$ cat src/design/ffca_pkg.sv
// Package of the first-fit coalescing allocator: default sizes, result codes
// and the sequencer state type. It depends on nothing else.
package ffca_pkg;

  localparam int unsigned DEF_HEAP_WORDS    = 4096;
  localparam int unsigned DEF_TABLE_ENTRIES = 64;
  localparam int unsigned DEF_WORD_BYTES    = 8;

  typedef enum logic [2:0] {
    STAT_OK        = 3'd0,
    STAT_USED_FULL = 3'd1,
    STAT_ZERO_SIZE = 3'd2,
    STAT_EXCEEDED  = 3'd3,
    STAT_NO_FIT    = 3'd4,
    STAT_UNKNOWN   = 3'd5
  } status_t;

  typedef enum logic [3:0] {
    FSM_IDLE,
    FSM_CHECK,
    FSM_FIT,
    FSM_TRIM,
    FSM_HREM,
    FSM_UPOS,
    FSM_UINS,
    FSM_FADDR,
    FSM_UREM,
    FSM_HPOS,
    FSM_MERGE,
    FSM_HINS,
    FSM_RESP
  } fsm_t;

endpackage

$ cat src/design/first_fit_coalescing_allocator_core.sv
// First-fit word heap allocator with a coalescing hole table; uses ffca_pkg and ffca_ram.
// An allocate scans the hole table for the first hole that fits, trims it or removes it
// when used up exactly, then scans the used table for the new block's place and inserts
// it. A free finds and removes its block in the used table, then finds its place in the
// hole table and merges it with its neighbours or, if there is room, inserts a new hole.
// A request that fails a check is answered with no table scan, an unknown free address
// after a scan of the used table. One request is taken at a time; the next beat is taken
// in the cycle after the result is raised. Each table has one read and one write port.
// Reset: synchronous, active low; it empties the used table and restores the one hole over
// the whole heap at once (entry 0 of the hole table carries a valid bit), no clearing pass.
module first_fit_coalescing_allocator_core
  import ffca_pkg::*;
#(
  parameter int unsigned HEAP_WORDS    = DEF_HEAP_WORDS,
  parameter int unsigned TABLE_ENTRIES = DEF_TABLE_ENTRIES,
  parameter int unsigned WORD_BYTES    = DEF_WORD_BYTES
) (
  input  logic        clk,
  input  logic        rst_n,
  input  logic        in_tvalid,
  output logic        in_tready,
  input  logic [31:0] in_tdata,   // request_bytes[15:0], block_start[27:16], zeros above
  input  logic        in_tuser,   // command: 0 allocate, 1 free
  output logic        out_tvalid,
  input  logic        out_tready,
  output logic [31:0] out_tdata   // status[2:0], granted_start[14:3], words_used[27:15]
);

  // Start addresses and lengths are held at the widths the heap size needs.
  localparam int unsigned SW   = $clog2(HEAP_WORDS);
  localparam int unsigned LW   = $clog2(HEAP_WORDS + 1);
  localparam int unsigned IW   = $clog2(TABLE_ENTRIES);
  localparam int unsigned CW   = $clog2(TABLE_ENTRIES + 1);
  localparam int unsigned EW   = SW + LW;
  localparam int unsigned AXW  = (SW > 12) ? SW : 12;
  localparam int unsigned CMPW = ((LW > 16) ? LW : 16) + 1;

  fsm_t             state_r, state_nxt;
  logic             cmd_r, cmd_nxt;
  logic [11:0]      addr_r, addr_nxt;
  logic [15:0]      words_r, words_nxt;
  logic [SW-1:0]    key_r, key_nxt;        // start word of the block in hand
  logic [LW-1:0]    len_r, len_nxt;        // length of the block in hand
  logic [LW-1:0]    hlen_r, hlen_nxt;      // length of the hole that fitted
  logic [CW-1:0]    uc_r, uc_nxt;
  logic [CW-1:0]    hc_r, hc_nxt;
  logic [LW-1:0]    wiu_r, wiu_nxt;
  logic [CW-1:0]    idx_r, idx_nxt;
  logic             pend_r, pend_nxt;
  logic [CW-1:0]    pidx_r, pidx_nxt;
  logic [CW-1:0]    p_r, p_nxt;
  logic [SW-1:0]    cur_s_r, cur_s_nxt, prev_s_r, prev_s_nxt;
  logic [LW-1:0]    cur_l_r, cur_l_nxt, prev_l_r, prev_l_nxt;
  logic             has_cur_r, has_cur_nxt, has_prev_r, has_prev_nxt;
  logic             h0v_r, h0v_nxt;
  logic             hz_q_r;
  status_t          status_r, status_nxt;
  logic [SW-1:0]    granted_r, granted_nxt;
  logic             out_valid_r, out_valid_nxt;
  logic [31:0]      out_data_r, out_data_nxt;

  // Shared access port of the sequencer, steered to one of the two tables.
  logic             sel_hole;
  logic             rd_en, wr_en;
  logic [CW-1:0]    rd_idx, wr_idx;
  logic [EW-1:0]    wr_data;
  logic [EW-1:0]    used_q, hole_ram_q, hole_q, rdata;
  logic [CW-1:0]    cnt;
  logic [SW-1:0]    rs;
  logic [LW-1:0]    rl;
  logic             issue, hit;
  logic             right_m, left_m;
  logic [16:0]      bsum;
  logic [15:0]      words_in;

  assign bsum     = 17'(in_tdata[15:0]) + 17'(WORD_BYTES - 1);
  assign words_in = 16'(bsum / WORD_BYTES);

  ffca_ram #(.WIDTH(EW), .DEPTH(TABLE_ENTRIES)) u_used_ram (
    .clk   (clk),
    .we    (wr_en && !sel_hole),
    .waddr (wr_idx[IW-1:0]),
    .wdata (wr_data),
    .raddr (rd_idx[IW-1:0]),
    .rdata (used_q)
  );

  ffca_ram #(.WIDTH(EW), .DEPTH(TABLE_ENTRIES)) u_hole_ram (
    .clk   (clk),
    .we    (wr_en && sel_hole),
    .waddr (wr_idx[IW-1:0]),
    .wdata (wr_data),
    .raddr (rd_idx[IW-1:0]),
    .rdata (hole_ram_q)
  );

  // Until entry 0 of the hole table is first written it reads as the whole-heap hole.
  assign hole_q = (hz_q_r && !h0v_r) ? {SW'(0), LW'(HEAP_WORDS)} : hole_ram_q;

  always_comb begin
    sel_hole = (state_r == FSM_FIT) || (state_r == FSM_TRIM) || (state_r == FSM_HREM) ||
               (state_r == FSM_HPOS) || (state_r == FSM_MERGE) || (state_r == FSM_HINS);
  end

  assign cnt   = sel_hole ? hc_r : uc_r;
  assign rdata = sel_hole ? hole_q : used_q;
  assign rs    = rdata[EW-1:LW];
  assign rl    = rdata[LW-1:0];

  assign in_tready  = (state_r == FSM_IDLE);
  assign out_tvalid = out_valid_r;
  assign out_tdata  = out_data_r;

  always_ff @(posedge clk) begin
    if (!rst_n) begin
      state_r     <= FSM_IDLE;
      uc_r        <= '0;
      hc_r        <= CW'(1);
      wiu_r       <= '0;
      pend_r      <= 1'b0;
      h0v_r       <= 1'b0;
      out_valid_r <= 1'b0;
    end else begin
      state_r     <= state_nxt;
      uc_r        <= uc_nxt;
      hc_r        <= hc_nxt;
      wiu_r       <= wiu_nxt;
      pend_r      <= pend_nxt;
      h0v_r       <= h0v_nxt;
      out_valid_r <= out_valid_nxt;
    end
  end

  always_ff @(posedge clk) begin
    cmd_r      <= cmd_nxt;
    addr_r     <= addr_nxt;
    words_r    <= words_nxt;
    key_r      <= key_nxt;
    len_r      <= len_nxt;
    hlen_r     <= hlen_nxt;
    idx_r      <= idx_nxt;
    pidx_r     <= pidx_nxt;
    p_r        <= p_nxt;
    cur_s_r    <= cur_s_nxt;
    cur_l_r    <= cur_l_nxt;
    prev_s_r   <= prev_s_nxt;
    prev_l_r   <= prev_l_nxt;
    has_cur_r  <= has_cur_nxt;
    has_prev_r <= has_prev_nxt;
    hz_q_r     <= (rd_idx[IW-1:0] == '0);
    status_r   <= status_nxt;
    granted_r  <= granted_nxt;
    out_data_r <= out_data_nxt;
  end

  // Merge tests against the neighbouring holes found by the position scan.
  assign right_m = has_cur_r &&
                   ((LW+1)'(key_r) + (LW+1)'(len_r) == (LW+1)'(cur_s_r));
  assign left_m  = has_prev_r &&
                   ((LW+1)'(prev_s_r) + (LW+1)'(prev_l_r) == (LW+1)'(key_r));

  always_comb begin
    state_nxt     = state_r;
    cmd_nxt       = cmd_r;
    addr_nxt      = addr_r;
    words_nxt     = words_r;
    key_nxt       = key_r;
    len_nxt       = len_r;
    hlen_nxt      = hlen_r;
    uc_nxt        = uc_r;
    hc_nxt        = hc_r;
    wiu_nxt       = wiu_r;
    idx_nxt       = idx_r;
    pend_nxt      = 1'b0;
    pidx_nxt      = pidx_r;
    p_nxt         = p_r;
    cur_s_nxt     = cur_s_r;
    cur_l_nxt     = cur_l_r;
    prev_s_nxt    = prev_s_r;
    prev_l_nxt    = prev_l_r;
    has_cur_nxt   = has_cur_r;
    has_prev_nxt  = has_prev_r;
    status_nxt    = status_r;
    granted_nxt   = granted_r;
    out_valid_nxt = out_valid_r && !out_tready;
    out_data_nxt  = out_data_r;
    rd_en         = 1'b0;
    rd_idx        = idx_r;
    wr_en         = 1'b0;
    wr_idx        = p_r;
    wr_data       = {key_r, len_r};
    issue         = 1'b0;
    hit           = 1'b0;

    case (state_r)
      FSM_IDLE: begin
        if (in_tvalid) begin
          cmd_nxt     = in_tuser;
          addr_nxt    = in_tdata[27:16];
          words_nxt   = words_in;
          granted_nxt = '0;
          idx_nxt     = '0;
          state_nxt   = in_tuser ? FSM_FADDR : FSM_CHECK;
        end
      end

      FSM_CHECK: begin
        state_nxt = FSM_RESP;
        if (uc_r >= CW'(TABLE_ENTRIES)) begin
          status_nxt = STAT_USED_FULL;
        end else if (words_r == '0) begin
          status_nxt = STAT_ZERO_SIZE;
        end else if (CMPW'(wiu_r) + CMPW'(words_r) > CMPW'(HEAP_WORDS)) begin
          status_nxt = STAT_EXCEEDED;
        end else begin
          len_nxt   = LW'(words_r);
          idx_nxt   = '0;
          state_nxt = FSM_FIT;
        end
      end

      // The four scans issue one read a cycle and test the entry of the previous read.
      FSM_FIT, FSM_UPOS, FSM_FADDR, FSM_HPOS: begin
        issue    = (idx_r < cnt);
        rd_en    = issue;
        pend_nxt = issue;
        pidx_nxt = idx_r;
        if (issue) begin
          idx_nxt = idx_r + CW'(1);
        end
        case (state_r)
          FSM_FIT:   hit = (CMPW'(rl) >= CMPW'(words_r));
          FSM_FADDR: hit = (AXW'(rs) == AXW'(addr_r));
          default:   hit = (rs > key_r);
        endcase
        if (pend_r && hit) begin
          pend_nxt = 1'b0;
          p_nxt    = pidx_r;
          case (state_r)
            FSM_FIT: begin
              key_nxt  = rs;
              hlen_nxt = rl;
              if (CMPW'(rl) > CMPW'(words_r)) begin
                state_nxt = FSM_TRIM;
              end else begin
                idx_nxt   = pidx_r + CW'(1);
                state_nxt = FSM_HREM;
              end
            end
            FSM_UPOS: begin
              idx_nxt   = uc_r;
              state_nxt = FSM_UINS;
            end
            FSM_FADDR: begin
              key_nxt   = rs;
              len_nxt   = rl;
              idx_nxt   = pidx_r + CW'(1);
              state_nxt = FSM_UREM;
            end
            default: begin
              cur_s_nxt    = rs;
              cur_l_nxt    = rl;
              has_cur_nxt  = 1'b1;
              has_prev_nxt = (pidx_r != '0);
              state_nxt    = FSM_MERGE;
            end
          endcase
        end else begin
          if (pend_r) begin
            prev_s_nxt = rs;
            prev_l_nxt = rl;
          end
          if (!pend_r && !issue) begin
            p_nxt = cnt;
            case (state_r)
              FSM_FIT: begin
                status_nxt = STAT_NO_FIT;
                state_nxt  = FSM_RESP;
              end
              FSM_UPOS: begin
                idx_nxt   = uc_r;
                state_nxt = FSM_UINS;
              end
              FSM_FADDR: begin
                status_nxt = STAT_UNKNOWN;
                state_nxt  = FSM_RESP;
              end
              default: begin
                has_cur_nxt  = 1'b0;
                has_prev_nxt = (hc_r != '0);
                state_nxt    = FSM_MERGE;
              end
            endcase
          end
        end
      end

      FSM_TRIM: begin
        wr_en     = 1'b1;
        wr_data   = {SW'((LW+1)'(key_r) + (LW+1)'(len_r)), LW'(hlen_r - len_r)};
        idx_nxt   = '0;
        state_nxt = FSM_UPOS;
      end

      // Removal: entries above the gap move down one place, one a cycle.
      FSM_HREM, FSM_UREM: begin
        issue    = (idx_r < cnt);
        rd_en    = issue;
        pend_nxt = issue;
        pidx_nxt = idx_r;
        if (issue) begin
          idx_nxt = idx_r + CW'(1);
        end
        if (pend_r) begin
          wr_en   = 1'b1;
          wr_idx  = pidx_r - CW'(1);
          wr_data = rdata;
        end
        if (!pend_r && !issue) begin
          idx_nxt = '0;
          if (state_r == FSM_HREM) begin
            hc_nxt    = hc_r - CW'(1);
            state_nxt = cmd_r ? FSM_RESP : FSM_UPOS;
          end else begin
            uc_nxt    = uc_r - CW'(1);
            wiu_nxt   = (wiu_r >= len_r) ? wiu_r - len_r : '0;
            state_nxt = FSM_HPOS;
          end
        end
      end

      // Insertion: entries from the top down to the position move up one place.
      FSM_UINS, FSM_HINS: begin
        issue    = (idx_r > p_r);
        rd_en    = issue;
        rd_idx   = idx_r - CW'(1);
        pend_nxt = issue;
        pidx_nxt = idx_r;
        if (issue) begin
          idx_nxt = idx_r - CW'(1);
        end
        if (pend_r) begin
          wr_en   = 1'b1;
          wr_idx  = pidx_r;
          wr_data = rdata;
        end
        if (!pend_r && !issue) begin
          wr_en      = 1'b1;
          wr_idx     = p_r;
          wr_data    = {key_r, len_r};
          status_nxt = STAT_OK;
          state_nxt  = FSM_RESP;
          if (state_r == FSM_UINS) begin
            uc_nxt      = uc_r + CW'(1);
            wiu_nxt     = wiu_r + len_r;
            granted_nxt = key_r;
          end else begin
            hc_nxt = hc_r + CW'(1);
          end
        end
      end

      FSM_MERGE: begin
        status_nxt = STAT_OK;
        state_nxt  = FSM_RESP;
        if (right_m && left_m) begin
          wr_en     = 1'b1;
          wr_idx    = p_r - CW'(1);
          wr_data   = {prev_s_r, LW'(prev_l_r + len_r + cur_l_r)};
          idx_nxt   = p_r + CW'(1);
          state_nxt = FSM_HREM;
        end else if (right_m) begin
          wr_en   = 1'b1;
          wr_data = {key_r, LW'(cur_l_r + len_r)};
        end else if (left_m) begin
          wr_en   = 1'b1;
          wr_idx  = p_r - CW'(1);
          wr_data = {prev_s_r, LW'(prev_l_r + len_r)};
        end else if (hc_r < CW'(TABLE_ENTRIES)) begin
          idx_nxt   = hc_r;
          state_nxt = FSM_HINS;
        end
      end

      FSM_RESP: begin
        if (!out_valid_r || out_tready) begin
          out_valid_nxt = 1'b1;
          out_data_nxt  = {4'b0, 13'(wiu_r), 12'(granted_r), status_r};
          state_nxt     = FSM_IDLE;
        end
      end

      default: begin
        state_nxt = FSM_IDLE;
      end
    endcase
  end

  assign h0v_nxt = h0v_r || (wr_en && sel_hole && (wr_idx[IW-1:0] == '0));

`ifndef SYNTHESIS
  // A shift never reads the entry it writes in the same cycle.
  a_no_rw_clash: assert property (@(posedge clk) disable iff (!rst_n)
    (rd_en && wr_en) |-> (rd_idx != wr_idx))
    else $error("table read and write collide on one entry");

  // Between requests there is never more than one hole more than used blocks.
  a_hole_bound: assert property (@(posedge clk) disable iff (!rst_n)
    (state_r == FSM_IDLE) |-> ((CW+1)'(hc_r) <= (CW+1)'(uc_r) + (CW+1)'(1)))
    else $error("hole table outgrew the used table");

  // The used table never holds more blocks than it has entries.
  a_used_bound: assert property (@(posedge clk) disable iff (!rst_n)
    uc_r <= CW'(TABLE_ENTRIES))
    else $error("used table count out of range");
`endif

endmodule

$ cat src/design/ffca_ram.sv
// Generic simple dual-port RAM with one write port and one registered read port.
// It depends on nothing else.
module ffca_ram #(
  parameter int unsigned WIDTH = 8,
  parameter int unsigned DEPTH = 64
) (
  input  logic                     clk,
  input  logic                     we,
  input  logic [$clog2(DEPTH)-1:0] waddr,
  input  logic [WIDTH-1:0]         wdata,
  input  logic [$clog2(DEPTH)-1:0] raddr,
  output logic [WIDTH-1:0]         rdata
);

  logic [WIDTH-1:0] mem [DEPTH];

  always_ff @(posedge clk) begin
    if (we) begin
      mem[waddr] <= wdata;
    end
    rdata <= mem[raddr];
  end

endmodule
$ cat config.mk
export PLATFORM = sky130hd
export DESIGN_NAME = first_fit_coalescing_allocator_core
export DESIGN_NICKNAME = d
export VERILOG_FILES = /design/src/design/ffca_pkg.sv /design/src/design/first_fit_coalescing_allocator_core.sv /design/src/design/ffca_ram.sv
export SDC_FILE = /design/constraint.sdc
export NUM_CORES = 2
export LEC_CHECK = 0
export ABC_AREA = 0
export BUFFER_PORTS_ARGS = -buffer_cell sky130_fd_sc_hd__buf_2
export CORE_MARGIN = 3
export CORE_UTILIZATION = 40
export DETAILED_ROUTE_END_ITERATION = 6
export HOLD_SLACK_MARGIN = 0.1
export PLACE_DENSITY = 0.52
export SLEW_MARGIN = 25
export SYNTH_ARGS = -nofsm -noshare
export SYNTH_HDL_FRONTEND = slang
export SYNTH_SLANG_ARGS = --single-unit
$ cat constraint.sdc
create_clock -name clk -period 10.76 [get_ports clk]
set_input_delay 2.152 -clock clk [delete_from_list [all_inputs] [get_ports clk]]
set_output_delay 2.152 -clock clk [all_outputs]
set_load 0.01 [all_outputs]
==> results.txt <==
The flow ran to the end, and the final reports show no timing, DRC or antenna violations. The worst slack at placement came out at 3.73 ns. Buffers placed on the I/O ports in this run total 62.

The number of DRC violations after detailed routing is 0. Once detail routing completed, the nets flagged for antenna violations numbered 0. The synthesized netlist cell count came out at 7577.

71 I/O pins were placed. The most used flip-flop cell after synthesis is edfxtp_1. Summed over all layers, the global routing overflow is 0. The die area came out at 0.362 mm². The cell area after placement is 0.150 mm². The first-pass GRT wire length is 571000 µm. The final net count is 8115. Setup repair after global routing left no endpoint under its margin. For this design the static power due to leakage is 51.7 nW. The nature of the critical path endpoint is a register. Entering global routing, the biggest net connects 107 pins. The switching share of power is 37.2%. The synthesis-to-finish area growth is 14.2%. The die span in y came out at 601 µm. The worst hold path belongs to the class register to register.

The core region area is 0.353 mm². STA classifies the critical path startpoint as a register. Clock latency on the worst-skew pair, taken at its later pin, is 0.94 ns. Sequential cells were found to cover 72.8% of the synthesized design area. The yosys synthesis warning count came out at 0. The overall track demand over capacity in global routing came out at 21.9%. The setup TNS after final layout came out at 0 ns. The total of flip-flops plus latches after synthesis came out at 3466.

The maximum fanout along the worst path came out at 16. The final hold violation count came to 0. The maximum count of clock buffers along a single path came out at 4. The first TritonRoute pass finished after 6 iterations. The time the worst path needs with I/O delays and setup came out at 7.09 ns.

The count of cells along the worst hold path is 0. The relative contribution of the clock network to total power is 25.4%. The buffer type at the clock tree root is clkbuf_16. The combinational cell fraction of total power came out at 37.3%. The average detailed-routed wire length per instance is 31.0 µm. The starting utilization of the core area is 40.2%.

TritonCTS built the clock tree. The fraction of synthesis flops using an asynchronous set or reset pin came out at 0%. Power spread over the standard cell area amounts to 304 mW/mm². The worst vdd rail ir drop is 0.000272 V. The total setup violations reported at the end of the flow came out at 0. The distinct cell type count of the synthesized netlist is 90.

The sequential power share is 37.3%. The row count is 218. The data arrival time of the critical path is 7.67 ns.

The number of antenna violations at the first check in global routing is 17. The share of post-route cells with drive strength above 1 is 23.3%. The maximum achievable frequency came out at 0.141 GHz. The transition time at the pin with the least slew margin came out at 1.16 ns.

Routability-driven placement finished with a final weighted congestion of 0.885. The detailed router finished its first iteration with 8401 violations. The number of fillers in the final layout is 29.9k.

The number of instances resized during post-cts repair is 0. The area of all placed cells without fillers is 0.162 mm². The number of maximum-capacitance constraint violations came out at 0.

The required time reported for the critical path endpoint came out at 11.34 ns. The number of levels in the clock H-tree came out at 5. Summed over all nets, the half-perimeter wirelength after detailed placement is 236000 µm. Across all setup checks in the final design, the least slack found is 3.67 ns. The internal power contribution came out at 30.9 mW.

The number of buffers created by CTS is 376. The number of hold buffers added after CTS was 0. The total net switching power came out at 18.3 mW. The number of pins exceeding their max-slew limit in the final report was 0. The worst setup path is of the register to register kind. The worst-case reg-to-reg path depth is 13. The number of vias after detailed routing came out at 75.5k. The count of flip-flops with a built-in enable after synthesis came out at 3381. In this run the mean area of a mapped cell was 18.7 µm². The clock sink count came out at 3466. The worst path uses 65.9% of the clock period. The register clock-pin slew on the reported worst setup and hold paths came out at 0.06 ns. In this run the register-to-register setup slack is 3.67 ns. The number of global-route vias before repair was 75.3k. The worst pin sits at a relative slew slack of 22.6%. The post-detailed-routing wire length is 402000 µm. The chip width came out at 601 µm. The synthesized netlist occupies a cell area of 0.142 mm².

In the routed layout, each cell is associated on average with a via count of 5.83. The clock tree skew after final layout is 0.0549 ns. The number of setup buffers added after CTS is 0.
placed cells by master (no fill, tap or decap), types with 29 or more instances in the layout:
cell type,netlist,routed
nor2_2,1,107
nor2_1,304,197
dfxtp_1,85,84
nand3_1,89,87
buf_4,4,255
nor3_1,57,56
nand2_1,406,399
xor2_1,54,51
nand4_1,29,29
clkinv_2,0,75
a31oi_1,129,114
o211ai_1,36,36
o22ai_1,63,63
inv_1,120,120
and2_1,110,110
clkinv_1,2,73
xnor2_1,81,78
edfxtp_1,3381,3381
mux4_2,800,800
clkbuf_1,317,90
a21o_1,36,36
a21oi_1,213,200
mux2i_1,237,237
ha_1,166,165
buf_2,43,62
a211oi_1,134,133
o221ai_1,111,111
clkbuf_16,0,380
o21ai_0,133,128
flip-flops by register name (all words and copies together) (netlist names), 13 cells and up:
register / cells
cur_l_r: 13
hlen_r: 13
len_r: 13
out_tdata: 28
prev_l_r: 13
u_hole_ram.mem: 1600
u_hole_ram.rdata: 25
u_used_ram.mem: 1600
u_used_ram.rdata: 25
wiu_r: 13
words_r: 14
cell type report:
| cell class | count | area [µm²] | area share [%] |
|---|---|---|---|
| repair buffers | 353 | 3000 | 1.85 |
| flip-flops and latches | 3466 | 103000 | 63.7 |
| clock inverters | 205 | 1860 | 1.15 |
| multi-input cells | 3581 | 37500 | 23.1 |
| diodes | 13 | 32.5 | 0.0201 |
| well taps | 4730 | 5920 | 3.65 |
| clock buffers | 483 | 10000 | 6.19 |
| inverters | 123 | 462 | 0.285 |
synth_stat cells, drive strengths merged (7+ instances only):
library cell / count / area, µm²
nor3b: 7 / 52.6
o211ai: 37 / 283
xor2: 54 / 473
nor2: 305 / 1150
dfxtp: 85 / 1700
and3: 24 / 150
a32oi: 7 / 61.3
o21ai: 142 / 711
a32o: 7 / 70.1
mux2i: 237 / 2370
nor3: 57 / 285
mux4: 800 / 18000
a21o: 36 / 270
clkbuf: 318 / 1190
xnor2: 81 / 709
and2: 111 / 694
a211oi: 134 / 1010
a21oi: 217 / 1100
o221ai: 111 / 972
nor4: 24 / 156
nand2: 406 / 1520
o21a: 24 / 180
a31oi: 129 / 807
nor2b: 45 / 282
and4: 13 / 114
fa: 11 / 220
buf: 92 / 414
nand4: 29 / 181
nand2b: 24 / 150
o22ai: 63 / 394
a221oi: 8 / 70.1
nand3: 89 / 445
edfxtp: 3381 / 102000
or2: 14 / 87.6
o21bai: 20 / 161
a211o: 7 / 61.3
a221o: 9 / 90.1
ha: 166 / 2080
inv: 121 / 454
a222oi: 7 / 70.1
mux2: 9 / 101
or3: 22 / 138
a22oi: 10 / 75.1
critical path: stages, from the launching register on:
cell      delay [ns]
edfxtp_1        0.43
ha_1            0.40
a21oi_1         0.28
o21ai_1         0.17
nor4_1          0.63
nor2_1          0.16
o31ai_1         0.90
or2_2           0.37
and2_1          0.81
o21ai_1         0.18
a21oi_2         0.64
nand3_1         0.62
nor2_2          0.74
buf_4           0.40
kinds of logic (layout without fill, tap and decap cells):
family | Yosys count | count (layout) | synth area share, %
other | 1 | 17 | 0.00264
XOR/XNOR | 135 | 135 | 0.834
multiplexers | 1046 | 1046 | 14.4
AND/OR/NAND/NOR | 1190 | 1190 | 3.94
buffers and inverters | 533 | 1164 | 1.46
flip-flops | 3466 | 3466 | 72.8
adder cells (fa/ha/maj) | 177 | 177 | 1.62
AO/OA/AOI/OAI | 1029 | 1029 | 4.91
stage by stage:
step / hold slack [ns] / power (mW) / cells / utilization (%)
floorplan: 0.400 / 29.3 / 7580 / -
global placement: 0.407 / 36.6 / 12241 / 42.4
detailed placement: 0.407 / 37.0 / 12245 / 42.5
CTS: 0.420 / 49.5 / 12933 / 45.9
global route: 0.423 / 51.2 / 12944 / 45.9
finish: 0.418 / 49.2 / 12954 / 45.9
metal layers:
layer / share of wire [%] / global-route usage [%]
met4: 2.8 / 5.71
met1: 44 / 32.2
met3: 7.2 / 3.73
met2: 46 / 33.9
met5: 0 / 0
path summary, 6_finish.rpt:
kind	end	from
setup / recovery	u_hole_ram.mem[22][0]	prev_l_r[8]
hold / removal	out_tdata[0]	status_r[0]
setup reg to reg	u_hole_ram.mem[22][0]	prev_l_r[8]
hold reg to reg	out_tdata[0]	status_r[0]
power groups by stage:
stage | Combinational, mW | Clock [mW] | Sequential (mW)
global placement | 18.0 | 0 | 18.6
floorplan | 10.3 | 0 | 19.0
finish | 18.4 | 12.5 | 18.3
CTS | 18.4 | 12.8 | 18.3
global route | 19.5 | 13.4 | 18.3
detailed placement | 18.4 | 0 | 18.6
Note: power is estimated with default switching activity, not from simulation.
